### config.mk
export PLATFORM = sky130hd
export DESIGN_NAME = aging_priority_scheduler_flat
export DESIGN_NICKNAME = d
export VERILOG_FILES = /design/src/design/aps_pkg.sv /design/src/design/aps_req_if.sv /design/src/design/aps_rsp_if.sv /design/src/design/aps_cfg_if.sv /design/src/design/aging_priority_scheduler.sv /design/src/design/aps_eval.sv /design/src/flat_wrapper.sv
export SDC_FILE = /design/constraint.sdc
export NUM_CORES = 2
export LEC_CHECK = 0
export ABC_AREA = 1
export BUFFER_PORTS_ARGS = -buffer_cell sky130_fd_sc_hd__buf_2
export CORE_ASPECT_RATIO = 0.6
export CORE_MARGIN = 3
export CORE_UTILIZATION = 64
export DETAILED_ROUTE_END_ITERATION = 12
export PLACE_DENSITY = 0.81
export SLEW_MARGIN = 20
export SYNTH_ARGS = -nofsm -noshare
export SYNTH_HDL_FRONTEND = slang
export SYNTH_SLANG_ARGS = --single-unit
export TNS_END_PERCENT = 10
### constraint.sdc
create_clock -name clk -period 12.8 [get_ports clk]
set_input_delay 1.28 -clock clk [delete_from_list [all_inputs] [get_ports clk]]
set_output_delay 1.28 -clock clk [all_outputs]
set_load 0.01 [all_outputs]
### src/design/aps_pkg.sv
// ----------------------------------------------------------------------------
// aps_pkg
// Shared types and codes of the aging priority scheduler: request kinds,
// result status codes, register indexes, and the slot, candidate and result records.
// ----------------------------------------------------------------------------
package aps_pkg;

	// request kinds
	typedef enum logic [1:0] {
		KIND_INSERT  = 2'd0,
		KIND_TAKE    = 2'd1,
		KIND_TICK    = 2'd2,
		KIND_RELEASE = 2'd3
	} kind_t;

	// result status codes
	typedef enum logic [1:0] {
		STAT_OK    = 2'd0,
		STAT_EMPTY = 2'd1,
		STAT_FULL  = 2'd2
	} status_t;

	// configuration register indexes
	localparam logic REG_AGING_RATE = 1'b0;
	localparam logic REG_HOT_BOOST  = 1'b1;

	// one stored job
	typedef struct packed {
		logic signed [7:0] prio;
		logic [31:0]       stamp;
		logic [31:0]       seq;
		logic              has_pin;
		logic [5:0]        pin;
	} slot_t;

	// a scored candidate leaving the evaluation pipeline
	typedef struct packed {
		slot_t              slot;
		logic [31:0]        age;
		logic signed [31:0] eff;
	} cand_t;

	// one result transaction
	typedef struct packed {
		status_t            status;
		logic signed [7:0]  taken_priority;
		logic signed [31:0] taken_effective;
		logic               taken_has_pin;
		logic [5:0]         taken_pin;
		logic [31:0]        taken_sequence;
	} rsp_t;

endpackage

### src/design/aps_req_if.sv
// ----------------------------------------------------------------------------
// aps_req_if
// Request channel of the scheduler: valid/ready plus one request item.
// ----------------------------------------------------------------------------
interface aps_req_if;
	logic              valid;
	logic              ready;
	logic [1:0]        kind;
	logic signed [7:0] base_priority;
	logic              has_pin;
	logic [5:0]        pin_id;
	logic [1:0]        worker;

	modport source (output valid, kind, base_priority, has_pin, pin_id, worker, input ready);
	modport sink (input valid, kind, base_priority, has_pin, pin_id, worker, output ready);
endinterface

### src/design/aps_rsp_if.sv
// ----------------------------------------------------------------------------
// aps_rsp_if
// Result channel of the scheduler: valid/ready plus one result item.
// ----------------------------------------------------------------------------
interface aps_rsp_if;
	logic               valid;
	logic               ready;
	logic [1:0]         status;
	logic signed [7:0]  taken_priority;
	logic signed [31:0] taken_effective;
	logic               taken_has_pin;
	logic [5:0]         taken_pin;
	logic [31:0]        taken_sequence;

	modport source (output valid, status, taken_priority, taken_effective, taken_has_pin,
		taken_pin, taken_sequence, input ready);
	modport sink (input valid, status, taken_priority, taken_effective, taken_has_pin,
		taken_pin, taken_sequence, output ready);
endinterface

### src/design/aps_cfg_if.sv
// ----------------------------------------------------------------------------
// aps_cfg_if
// Register write channel: valid/ready, register index and write data.
// ----------------------------------------------------------------------------
interface aps_cfg_if;
	logic        valid;
	logic        ready;
	logic        index;
	logic [15:0] data;

	modport source (output valid, index, data, input ready);
	modport sink (input valid, index, data, output ready);
endinterface

### src/design/aging_priority_scheduler.sv
// Insert: a one-slot-a-cycle search for the first free slot, then the result is loaded.
// Take: one slot read per cycle from the slot memory into the scoring pipeline, then the
// pipeline drains, the winner is written back, the result is loaded. Tick and release load theirs directly.
// One request is in progress at a time; the next is accepted the cycle after its result is loaded,
// and the result register lets it enter while a result waits. Asynchronous active-low reset
// empties the table, clears pins, time, sequence and both registers; slot contents stay as they are.
// ----------------------------------------------------------------------------
// aging_priority_scheduler
// Job table with aging priority, affinity pins per worker and tie break by
// insertion order, driven by a small sequencer around one scoring pipeline.
// ----------------------------------------------------------------------------
module aging_priority_scheduler #(
	parameter int ENTRIES = 16,
	parameter int WORKERS = 4,
	parameter int PINS    = 64
) (
	input  logic      clk,
	input  logic      arst_n,
	aps_req_if.sink   req,
	aps_rsp_if.source rsp,
	aps_cfg_if.sink   cfg
);

	localparam int IDX_W = (ENTRIES > 1) ? $clog2(ENTRIES) : 1;
	localparam int WK_W  = (WORKERS > 1) ? $clog2(WORKERS) : 1;
	localparam logic [IDX_W-1:0] LAST_IDX = IDX_W'(ENTRIES - 1);
	localparam logic [1:0] DRAIN_LAST = 2'd2;

	typedef enum logic [2:0] {
		S_IDLE,
		S_INS_SCAN,
		S_TAKE_SCAN,
		S_TAKE_DRAIN,
		S_TAKE_WB,
		S_RESULT
	} state_t;

	// one-hot mask of a pin id
	function automatic logic [PINS-1:0] pin_mask(input logic [5:0] p);
		logic [PINS-1:0] m;
		for (int i = 0; i < PINS; i++) begin
			m[i] = (p == 6'(i));
		end
		return m;
	endfunction

	state_t             state_q;
	logic [ENTRIES-1:0] valid_q;
	logic [PINS-1:0]    pins_q [WORKERS];
	logic [31:0]        now_q;
	logic [31:0]        next_seq_q;
	logic [15:0]        rate_q;
	logic signed [15:0] boost_q;
	logic signed [7:0]  base_q;
	logic               has_pin_q;
	logic [5:0]         pin_q;
	logic [1:0]         worker_q;
	logic [IDX_W-1:0]   scan_q;
	logic [1:0]         drain_q;
	logic               found_q;
	aps_pkg::cand_t     best_q;
	logic [IDX_W-1:0]   best_idx_q;
	aps_pkg::rsp_t      res_q;
	logic               rsp_valid_q;
	aps_pkg::rsp_t      out_q;

	aps_pkg::slot_t     slot_mem [ENTRIES];
	aps_pkg::slot_t     rd_s1;
	logic               live_s1;
	logic [IDX_W-1:0]   idx_s1;
	logic [IDX_W-1:0]   idx_s2;
	logic [IDX_W-1:0]   idx_s3;

	logic               req_fire;
	logic               cfg_fire;
	logic               worker_ok;
	logic [WK_W-1:0]    wk_idx;
	logic [PINS-1:0]    any_pins;
	logic [PINS-1:0]    mine;
	logic [PINS-1:0]    s1_mask;
	logic               s1_held;
	logic               s1_elig;
	logic               s1_boost;
	logic               mem_we;
	aps_pkg::slot_t     new_slot;
	logic               ev_valid;
	aps_pkg::cand_t     ev_cand;
	logic               better;

	assign req_fire  = req.valid && req.ready;
	assign cfg_fire  = cfg.valid && cfg.ready;
	assign req.ready = (state_q == S_IDLE);
	assign cfg.ready = 1'b1;

	// requesting worker of the request in progress
	assign worker_ok = (int'(worker_q) < WORKERS);
	assign wk_idx    = WK_W'(worker_q);

	// pins held by any worker
	always_comb begin
		any_pins = '0;
		for (int w = 0; w < WORKERS; w++) begin
			any_pins = any_pins | pins_q[w];
		end
	end

	assign mine = worker_ok ? pins_q[wk_idx] : '0;

	// eligibility and boost of the slot leaving the memory
	assign s1_mask  = pin_mask(rd_s1.pin);
	assign s1_held  = |(any_pins & s1_mask);
	assign s1_elig  = !rd_s1.has_pin || (|(mine & s1_mask)) || !s1_held;
	assign s1_boost = rd_s1.has_pin && s1_held;

	// slot written on insert into the first free place
	assign mem_we = (state_q == S_INS_SCAN) && !valid_q[scan_q];
	always_comb begin
		new_slot         = '0;
		new_slot.prio    = base_q;
		new_slot.stamp   = now_q;
		new_slot.seq     = next_seq_q;
		new_slot.has_pin = has_pin_q;
		new_slot.pin     = has_pin_q ? pin_q : 6'd0;
	end

	// slot memory, one write and one registered read a cycle
	always_ff @(posedge clk) begin
		if (mem_we) begin
			slot_mem[scan_q] <= new_slot;
		end
		rd_s1 <= slot_mem[scan_q];
	end

	aps_eval u_eval (
		.clk       (clk),
		.arst_n    (arst_n),
		.in_valid  (live_s1 && s1_elig),
		.in_slot   (rd_s1),
		.boost_en  (s1_boost),
		.now       (now_q),
		.next_seq  (next_seq_q),
		.rate      (rate_q),
		.boost     (boost_q),
		.out_valid (ev_valid),
		.out_cand  (ev_cand)
	);

	// higher effective priority, or equal and older
	assign better = !found_q || (ev_cand.eff > best_q.eff)
		|| ((ev_cand.eff == best_q.eff) && (ev_cand.age > best_q.age));

	// sequencer, table state and result register
	always_ff @(posedge clk or negedge arst_n) begin
		if (!arst_n) begin
			state_q     <= S_IDLE;
			valid_q     <= '0;
			for (int w = 0; w < WORKERS; w++) begin
				pins_q[w] <= '0;
			end
			now_q       <= '0;
			next_seq_q  <= '0;
			rate_q      <= '0;
			boost_q     <= '0;
			base_q      <= '0;
			has_pin_q   <= 1'b0;
			pin_q       <= '0;
			worker_q    <= '0;
			scan_q      <= '0;
			drain_q     <= '0;
			found_q     <= 1'b0;
			best_q      <= '0;
			best_idx_q  <= '0;
			res_q       <= '0;
			rsp_valid_q <= 1'b0;
			out_q       <= '0;
			live_s1     <= 1'b0;
			idx_s1      <= '0;
			idx_s2      <= '0;
			idx_s3      <= '0;
		end else begin
			// register writes
			if (cfg_fire) begin
				case (cfg.index)
					aps_pkg::REG_AGING_RATE: rate_q <= cfg.data;
					aps_pkg::REG_HOT_BOOST:  boost_q <= $signed(cfg.data);
					default: ;
				endcase
			end

			// scan index alongside the pipeline
			live_s1 <= (state_q == S_TAKE_SCAN) && valid_q[scan_q];
			idx_s1  <= scan_q;
			idx_s2  <= idx_s1;
			idx_s3  <= idx_s2;

			// keep the best candidate seen so far
			if (ev_valid && better) begin
				found_q    <= 1'b1;
				best_q     <= ev_cand;
				best_idx_q <= idx_s3;
			end

			// result transaction taken downstream
			if (rsp_valid_q && rsp.ready && (state_q != S_RESULT)) begin
				rsp_valid_q <= 1'b0;
			end

			case (state_q)
				S_IDLE: begin
					if (req_fire) begin
						base_q    <= req.base_priority;
						has_pin_q <= req.has_pin && (int'(req.pin_id) < PINS);
						pin_q     <= req.pin_id;
						worker_q  <= req.worker;
						scan_q    <= '0;
						found_q   <= 1'b0;
						res_q     <= '0;
						case (aps_pkg::kind_t'(req.kind))
							aps_pkg::KIND_INSERT: state_q <= S_INS_SCAN;
							aps_pkg::KIND_TAKE:   state_q <= S_TAKE_SCAN;
							aps_pkg::KIND_TICK: begin
								now_q   <= now_q + 32'd1;
								state_q <= S_RESULT;
							end
							aps_pkg::KIND_RELEASE: begin
								if (int'(req.worker) < WORKERS) begin
									pins_q[WK_W'(req.worker)] <= '0;
								end
								state_q <= S_RESULT;
							end
							default: state_q <= S_RESULT;
						endcase
					end
				end

				// one slot a cycle until a free one turns up or the last slot is found taken
				S_INS_SCAN: begin
					if (!valid_q[scan_q]) begin
						valid_q[scan_q] <= 1'b1;
						next_seq_q      <= next_seq_q + 32'd1;
						res_q.status    <= aps_pkg::STAT_OK;
						state_q         <= S_RESULT;
					end else if (scan_q == LAST_IDX) begin
						res_q.status <= aps_pkg::STAT_FULL;
						state_q      <= S_RESULT;
					end else begin
						scan_q <= scan_q + 1'b1;
					end
				end

				// read every slot; valid, eligible ones enter the scoring pipeline
				S_TAKE_SCAN: begin
					if (scan_q == LAST_IDX) begin
						drain_q <= '0;
						state_q <= S_TAKE_DRAIN;
					end else begin
						scan_q <= scan_q + 1'b1;
					end
				end

				S_TAKE_DRAIN: begin
					if (drain_q == DRAIN_LAST) begin
						state_q <= S_TAKE_WB;
					end else begin
						drain_q <= drain_q + 2'd1;
					end
				end

				// remove the winner and record its pin, or report empty if none was found
				S_TAKE_WB: begin
					if (found_q) begin
						valid_q[best_idx_q]   <= 1'b0;
						if (best_q.slot.has_pin && worker_ok) begin
							pins_q[wk_idx] <= pins_q[wk_idx] | pin_mask(best_q.slot.pin);
						end
						res_q.status          <= aps_pkg::STAT_OK;
						res_q.taken_priority  <= best_q.slot.prio;
						res_q.taken_effective <= best_q.eff;
						res_q.taken_has_pin   <= best_q.slot.has_pin;
						res_q.taken_pin       <= best_q.slot.pin;
						res_q.taken_sequence  <= best_q.slot.seq;
					end else begin
						res_q.status <= aps_pkg::STAT_EMPTY;
					end
					state_q <= S_RESULT;
				end

				// hand over once the result register is free
				S_RESULT: begin
					if (!rsp_valid_q || rsp.ready) begin
						out_q       <= res_q;
						rsp_valid_q <= 1'b1;
						state_q     <= S_IDLE;
					end
				end

				default: state_q <= S_IDLE;
			endcase
		end
	end

	// result channel
	assign rsp.valid           = rsp_valid_q;
	assign rsp.status          = out_q.status;
	assign rsp.taken_priority  = out_q.taken_priority;
	assign rsp.taken_effective = out_q.taken_effective;
	assign rsp.taken_has_pin   = out_q.taken_has_pin;
	assign rsp.taken_pin       = out_q.taken_pin;
	assign rsp.taken_sequence  = out_q.taken_sequence;

endmodule

### src/design/aps_eval.sv
// ----------------------------------------------------------------------------
// aps_eval
// Two-stage scoring pipeline shared by every slot of a take scan: aged
// priority product, then sum with base and boost and saturation to 32 bits.
// ----------------------------------------------------------------------------
module aps_eval (
	input  logic                clk,
	input  logic                arst_n,
	input  logic                in_valid,
	input  aps_pkg::slot_t      in_slot,
	input  logic                boost_en,
	input  logic [31:0]         now,
	input  logic [31:0]         next_seq,
	input  logic [15:0]         rate,
	input  logic signed [15:0]  boost,
	output logic                out_valid,
	output aps_pkg::cand_t      out_cand
);

	localparam logic signed [41:0] SAT_HI = 42'sd2147483647;
	localparam logic signed [41:0] SAT_LO = -SAT_HI - 42'sd1;

	logic               v_s2;
	logic [47:0]        prod_s2;
	aps_pkg::slot_t     slot_s2;
	logic signed [15:0] boost_s2;
	logic [31:0]        age_s2;
	logic               v_s3;
	aps_pkg::cand_t     cand_s3;
	logic [31:0]        wait_ticks;
	logic signed [41:0] sum;

	// wait since insertion, mod 2^32
	assign wait_ticks = now - in_slot.stamp;

	// aged priority with base and boost, full precision
	assign sum = $signed({2'b00, prod_s2[47:8]}) + 42'($signed(slot_s2.prio))
		+ 42'($signed(boost_s2));

	// stage 2: multiply, age, boost select
	always_ff @(posedge clk or negedge arst_n) begin
		if (!arst_n) begin
			v_s2     <= 1'b0;
			prod_s2  <= '0;
			slot_s2  <= '0;
			boost_s2 <= '0;
			age_s2   <= '0;
		end else begin
			v_s2     <= in_valid;
			prod_s2  <= wait_ticks * rate;
			slot_s2  <= in_slot;
			boost_s2 <= boost_en ? boost : 16'sd0;
			age_s2   <= next_seq - in_slot.seq;
		end
	end

	// stage 3: sum and saturate
	always_ff @(posedge clk or negedge arst_n) begin
		if (!arst_n) begin
			v_s3    <= 1'b0;
			cand_s3 <= '0;
		end else begin
			v_s3         <= v_s2;
			cand_s3.slot <= slot_s2;
			cand_s3.age  <= age_s2;
			if (sum > SAT_HI) begin
				cand_s3.eff <= 32'sh7FFFFFFF;
			end else if (sum < SAT_LO) begin
				cand_s3.eff <= 32'sh80000000;
			end else begin
				cand_s3.eff <= 32'(sum);
			end
		end
	end

	assign out_valid = v_s3;
	assign out_cand  = cand_s3;

endmodule

### src/flat_wrapper.sv
// flat-port wrapper written by rule: the top's interface ports become plain ports
module aging_priority_scheduler_flat 
#(
	parameter int ENTRIES = 16,
	parameter int WORKERS = 4,
	parameter int PINS    = 64
)
  (clk, arst_n, req_valid, req_kind, req_base_priority, req_has_pin, req_pin_id, req_worker, req_ready, rsp_valid, rsp_status, rsp_taken_priority, rsp_taken_effective, rsp_taken_has_pin, rsp_taken_pin, rsp_taken_sequence, rsp_ready, cfg_valid, cfg_index, cfg_data, cfg_ready);
  aps_req_if req_i ();
  aps_rsp_if rsp_i ();
  aps_cfg_if cfg_i ();
  input  logic clk;
  input  logic arst_n;
  input wire logic [$bits(req_i.valid)-1:0] req_valid;
  input wire logic [$bits(req_i.kind)-1:0] req_kind;
  input wire logic [$bits(req_i.base_priority)-1:0] req_base_priority;
  input wire logic [$bits(req_i.has_pin)-1:0] req_has_pin;
  input wire logic [$bits(req_i.pin_id)-1:0] req_pin_id;
  input wire logic [$bits(req_i.worker)-1:0] req_worker;
  output wire logic [$bits(req_i.ready)-1:0] req_ready;
  output wire logic [$bits(rsp_i.valid)-1:0] rsp_valid;
  output wire logic [$bits(rsp_i.status)-1:0] rsp_status;
  output wire logic [$bits(rsp_i.taken_priority)-1:0] rsp_taken_priority;
  output wire logic [$bits(rsp_i.taken_effective)-1:0] rsp_taken_effective;
  output wire logic [$bits(rsp_i.taken_has_pin)-1:0] rsp_taken_has_pin;
  output wire logic [$bits(rsp_i.taken_pin)-1:0] rsp_taken_pin;
  output wire logic [$bits(rsp_i.taken_sequence)-1:0] rsp_taken_sequence;
  input wire logic [$bits(rsp_i.ready)-1:0] rsp_ready;
  input wire logic [$bits(cfg_i.valid)-1:0] cfg_valid;
  input wire logic [$bits(cfg_i.index)-1:0] cfg_index;
  input wire logic [$bits(cfg_i.data)-1:0] cfg_data;
  output wire logic [$bits(cfg_i.ready)-1:0] cfg_ready;
  assign req_i.valid = req_valid;
  assign req_i.kind = req_kind;
  assign req_i.base_priority = req_base_priority;
  assign req_i.has_pin = req_has_pin;
  assign req_i.pin_id = req_pin_id;
  assign req_i.worker = req_worker;
  assign req_ready = req_i.ready;
  assign rsp_valid = rsp_i.valid;
  assign rsp_status = rsp_i.status;
  assign rsp_taken_priority = rsp_i.taken_priority;
  assign rsp_taken_effective = rsp_i.taken_effective;
  assign rsp_taken_has_pin = rsp_i.taken_has_pin;
  assign rsp_taken_pin = rsp_i.taken_pin;
  assign rsp_taken_sequence = rsp_i.taken_sequence;
  assign rsp_i.ready = rsp_ready;
  assign cfg_i.valid = cfg_valid;
  assign cfg_i.index = cfg_index;
  assign cfg_i.data = cfg_data;
  assign cfg_ready = cfg_i.ready;
  aging_priority_scheduler #(.ENTRIES(ENTRIES), .WORKERS(WORKERS), .PINS(PINS)) u_core (.clk(clk), .arst_n(arst_n), .req(req_i), .rsp(rsp_i), .cfg(cfg_i));
endmodule
# Word level (Yosys, flattened, before mapping)
# Memories as Yosys holds them, arrays and structs flattened. A register that Yosys moved wholly into a read port is not among the register bits.
# Index checks and enable logic that the tools add are counted.
[word_totals]
ram_bits = 1264
wordCells = 346
mem_count = 1
register_bits = 942
[memory_table]
columns = ["memory", "depth", "word_bits", "read_ports", "rd_clocked_by_memory_dff", "write_ports", "line", "rtl"]
rows = [
  ["u_core.slot_mem", 16, 79, 1, 1, 1, "aging_priority_scheduler.sv:67", "aps_pkg::slot_t slot_mem [ENTRIES];"],
]
[classes]
multipliers = 1
bitwise_logic = 15
order_cmp = 12
mux = 56
n_eq_ne = 149
add_sub_neg = 8
reduce_logical = 48
[ops]
columns = ["cell", "count"]
rows = [
  ["2-to-1 mux 256 bit", 4],
  ["one-hot mux 256 bit (2 select lines)", 1],
  ["== test 6 bit, second input constant", 64],
  ["AND 256 bit", 1],
  ["bitwise mux 256 bit", 1],
  ["demux 64 bit (select 2 bit)", 2],
  ["2-to-1 mux 64 bit", 4],
  ["NOT 256 bit", 1],
  ["OR 64 bit", 4],
  ["== test 6 x 5 -> 1 bit, second input constant", 32],
  ["one-hot mux 79 bit (2 select lines)", 1],
  ["AND 64 bit", 2],
  ["binary-select mux 64 bit (select 2 bit)", 1],
  ["OR reduction 64 bit", 2],
  ["== test 6 x 4 -> 1 bit, second input constant", 16],
  ["2-to-1 mux 81 bit", 1],
  ["2-to-1 mux 79 bit", 1],
  ["adder 32 x 1 -> 32 bit, second input constant", 2],
  ["> comparator 32 bit", 2],
  ["2-to-1 mux 32 bit", 2],
  ["subtractor 32 bit", 2],
  ["== test 6 x 3 -> 1 bit, second input constant", 8],
  ["multiplier 32 x 16 -> 48 bit", 1],
  ["2-to-1 mux 16 bit", 3],
  ["other kinds (52)", 131],
]

# Longest topological paths before layout
[depth]
word_depth = 10
ltp_mapped = 42
ltp_nobuf = 42

# Hierarchy
# A second synthesis with hierarchy kept.
[hier_totals]
hier_cells = 11275
hier_area_um2 = 114308.4
[by_module_without_submodules]
columns = ["mod", "area_per_inst_um2", "seq_area_each_um2", "cells_per_inst", "n_inst"]
rows = [
  ["aging_priority_scheduler", 82387.8, 56704.4, 7552, 1],
  ["aps_eval", 31920.6, 7807.5, 3723, 1],
]

# Worst setup path after synthesis
# OpenSTA, ideal clock, no wires.
[synth_timing]
path_kind = "reg2reg"
start = "register u_core.scan_q[0]"
end = "memory u_core.slot_mem[6][0] (netlist name), enable pin"
slack_ps = 2742
n_path_buf = 4
path_stages_with_launch = 9
synth_period_minus_slack_ps = 10058
t_required_ps = 12086
t_arrival_ps = 9344
cell_sequence = "dfrtp_1 -> inv_2 -> buf_2 -> clkbuf_1 -> clkbuf_1 -> clkbuf_1 -> ha_1 -> inv_1 -> nor4_1"
[synth_via]
elab_chain_len = 6
[synth_lines]
columns = ["element", "line", "rtl"]
rows = [
  ["start, declared", "aging_priority_scheduler.sv:58", "logic [IDX_W-1:0] scan_q;"],
  ["start signal, assigned", "aging_priority_scheduler.sv:247", "scan_q <= scan_q + 1'b1;"],
  ["start signal, assigned", "aging_priority_scheduler.sv:257", "scan_q <= scan_q + 1'b1;"],
  ["binary-select mux 1 bit (select 4 bit)", "aging_priority_scheduler.sv:116", "assign mem_we = (state_q == S_INS_SCAN) && !valid_q[scan_q];"],
  ["2-to-1 mux 1 bit (implied by the code)", "aging_priority_scheduler.sv:116", ""],
  ["logical NOT 1 bit", "--", ""],
  ["logical AND 1 bit", "aging_priority_scheduler.sv:116", ""],
  ["2-to-1 mux 1 bit", "aging_priority_scheduler.sv:128", "if (mem_we) begin"],
  ["2-to-1 mux 1 bit (implied by the code)", "aging_priority_scheduler.sv:129", "slot_mem[scan_q] <= new_slot;"],
  ["end, declared", "aging_priority_scheduler.sv:67", ""],
]
# Parallel ways exist; a longest one is shown, timed or not. The select of a mux whose other input is x is not followed.

# Worst setup path in the final report
[layout_timing]
start = "register u_core.now_q[4]"
end = "register u_core.u_eval.prod_s2[46]"
[layout_via]
elab_chain_len = 2
[layout_lines]
columns = ["element", "line", "rtl"]
rows = [
  ["start, declared", "aging_priority_scheduler.sv:50", "logic [31:0] now_q;"],
  ["start signal, assigned", "aging_priority_scheduler.sv:222", "now_q <= now_q + 32'd1;"],
  ["subtractor 32 bit", "aps_eval.sv:34", "assign wait_ticks = now - in_slot.stamp;"],
  ["multiplier 32 x 16 -> 48 bit", "aps_eval.sv:50", "prod_s2 <= wait_ticks * rate;"],
  ["end signal, assigned", "aps_eval.sv:50", ""],
  ["end, declared", "aps_eval.sv:24", "logic [47:0] prod_s2;"],
]
# Every way passes these cells.
# A chain may end at the register's enable or synchronous reset.

==> metrics <==
leading cell type in the layout, fill and taps excluded=nand2_1; clk slew on worst S/H paths=0.07 ns; number of global-route vias before repair=83000; chip height=330 um; asr flop ratio synth=41.0%; antenna viol nets, final=0; CP Class=flip-flop to flip-flop; highest-count cells in the layout ignoring fill and taps=nand2_1 (1760), inv_1 (1313), edfxtp_1 (1264); yosys warns=0; max frequency=109 MHz; Setup Viol. Count Final=0; worst setup margin=3.66 ns; setup TNS=0 ns; FF-to-FF path depth=32; Yosys top cell by area=edfxtp_1; max cap viols=0; Area contributors post-synth=edfxtp_1 (34%), dfrtp_1 (21%), fa_1 (8.3%), nand2_1 (5.9%), inv_1 (4.4%); reg-to-reg startpoint=u_core.now_q[4]$_DFFE_PN0P_; skew final=0.0893 ns; Mapped Avg Cell Area=10.2 um2; routed vias/inst=6.36; CTS tree=built; synthesized netlist cell count=10900; CP Capture Type=flip-flop; DR pass1 iterations=9; first-pass GRT wire length=498000 um; Worst EP required=13.49 ns; RSZ-0062 raised after global routing=false; initial drt markers=13600; Post-synth top flop=edfxtp_1; Die ar.=180000 um2; clock buffer depth=4; Final Max Slew Viols=0; FP Rows=118; peak per-stage delay on the critical path=0.62 ns; Final HPWL DP=208000 um; min Tclk post-route=9.14 ns; crit share post-route=71.4%; Critical Path Most Common Cell=inv_1; Fin. Hold Viols=0; crit path DAT=9.83 ns; Vias=85000; Inserted Clock Buffers=203; Worst Setup Start Kind=flip-flop; reg2reg setup slack=3.66 ns; post-synthesis sequential area ratio=56.2%; Post-CTS Hold Buffers=0; Congestion Overflow GR=0; status=finished clean; Cell variety after synth=66; Worst-Skew Late Latency=0.88 ns; Hold Crit Class=flip-flop to flip-flop; pre-CTS setup slack=3.94 ns; pin count of the biggest net entering global routing=227; post-synth top area share=33.9%; GPL Wtd Cong=1.00; DIE WIDTH=546 um; CP max stage cell=dfrtp_1; EDFF count, synth=1264; antenna violations before repair=15; crit path from=u_core.now_q[4]$_DFFE_PN0P_; hold depth=0; Layout area overhead=8.48%; ratio of cells with drive above 1 in the final layout=5.94%; DRC viols=0; Slew @ Worst Pin=1.27 ns; mapped cell area=112000 um2; Critical Path Sink=u_core.u_eval.prod_s2[46]$_DFF_PN0_; post-cts resize count=0; DRT Wirelength=329000 um; FF-to-FF End=u_core.u_eval.prod_s2[46]$_DFF_PN0_; htree depth=4; Starting Density=64.6%; IO Pins=125; Slew HR=15.3%; Yosys reg bits=2277; setup bufs post-CTS=0; Core ar.=173000 um2; Nets=11600; IO buf count=123; CP max FO=21; total track usage=36.2%; CTS Sinks=2277; wire per inst=24.6 um; Root Buffer=clkbuf_16; Synthesized Nets=11700
[worst max-delay path: cells and delay by family (launching register included)]
| family | cells | cell delay (ns) |
|---|---|---|
| adder cells (fa/ha/maj) | 8 | 3.91 |
| AND/OR/NAND/NOR | 10 | 2.10 |
| AO/OA/AOI/OAI | 6 | 1.71 |
| flip-flops | 1 | 0.62 |
| buffers and inverters | 7 | 0.48 |
| XOR/XNOR | 1 | 0.17 |
[synth_stat cells, types with 27 or more instances]
cell type,number
nand2_1,1770
inv_1,1315
edfxtp_1,1264
nor2_1,1240
o21ai_0,983
dfrtp_1,934
o22ai_1,539
nand3_1,471
fa_1,461
clkbuf_1,397
ha_1,291
a21oi_1,287
nand4_1,132
xor2_1,110
dfxtp_1,79
buf_2,74
nor3_1,71
o221ai_1,64
a22oi_1,60
xnor2_1,57
buf_1,34
o41ai_1,32
nor4_1,28
a31oi_1,27
[cell type report]
class,count,area [um2]
Clock buffer,256,5520
Multi-Input combinational cell,6789,42100
Tap cell,2340,2930
Fill cell,12300,51700
Antenna cell,5,12.5
Timing Repair Buffer,243,1640
Inverter,1335,5030
Sequential cell,2277,62900
Clock inverter,112,1220
[worst min-delay path by stage]
stage                              from                                  end
2_1_floorplan  u_core.rd_s1[71]$_DFF_P_  u_core.u_eval.slot_s2[71]$_DFF_PN0_
3_3_place_gp   u_core.rd_s1[71]$_DFF_P_  u_core.u_eval.slot_s2[71]$_DFF_PN0_
3_5_place_dp   u_core.rd_s1[76]$_DFF_P_  u_core.u_eval.slot_s2[76]$_DFF_PN0_
4_1_cts        u_core.rd_s1[76]$_DFF_P_  u_core.u_eval.slot_s2[76]$_DFF_PN0_
5_1_grt        u_core.rd_s1[71]$_DFF_P_  u_core.u_eval.slot_s2[71]$_DFF_PN0_
6_report       u_core.rd_s1[76]$_DFF_P_  u_core.u_eval.slot_s2[76]$_DFF_PN0_
[stage by stage]
stage | area, um2 | util (%) | cells | hold slack, ns
final | 121000 | 70.1 | 13400 | 0.330
after global routing | 121000 | 70.1 | 13400 | 0.331
after CTS | 121000 | 70.1 | 13400 | 0.330
after detailed placement | 115000 | 66.2 | 13000 | 0.320
after global placement | 115000 | 66.2 | 13000 | 0.320
after floorplan | 112000 | - | 10900 | 0.316
[registers in the layout, indices dropped and copies added (netlist names), 6 cells and up]
register	cells
u_core.now_q	32
u_core.slot_mem	1264
u_core.pin_q	6
u_core.rsp.taken_pin	6
u_core.rd_s1	79
u_core.pins_q	256
u_core.u_eval.prod_s2	40
u_core.u_eval.slot_s2	47
u_core.u_eval.age_s2	32
u_core.u_eval.out_cand	111
u_core.base_q	8
u_core.boost_q	16
u_core.u_eval.boost_s2	16
u_core.best_q	111
u_core.res_q	81
u_core.valid_q	16
u_core.rsp.taken_sequence	32
u_core.rsp.taken_effective	32
u_core.rate_q	16
u_core.rsp.taken_priority	8
u_core.next_seq_q	32
[cell families (layout without fill, tap and decap cells)]
logic type / Yosys count / in the layout / synth area share, %
flip-flops: 2277 / 2277 / 56.2
multiplexers: 2 / 2 / 0.0201
adder cells (fa/ha/maj): 752 / 752 / 11.5
buffers and inverters: 1854 / 1946 / 6.35
AO/OA/AOI/OAI: 2098 / 2098 / 10.7
AND/OR/NAND/NOR: 3769 / 3769 / 13.8
other: 1 / 6 / 0.00335
XOR/XNOR: 167 / 167 / 1.31
[per-layer routing]
| layer | vias up | global-route usage, % | share of wire, % | routed length [um] |
|---|---|---|---|---|
| met1 | 41400 | 54.1 | 40 | 132000 |
| li1 | 36600 | - | - | - |
| met4 | 6 | 12.2 | 3.6 | 11900 |
| met5 | - | 0 | 0.013 | 42 |
| met3 | 887 | 11.0 | 15 | 48800 |
| met2 | 6142 | 50.8 | 41 | 136000 |
Power is left out: the tool's default activity adds up to more than one toggle a clock period on the data nets, which glitch-free logic cannot reach.
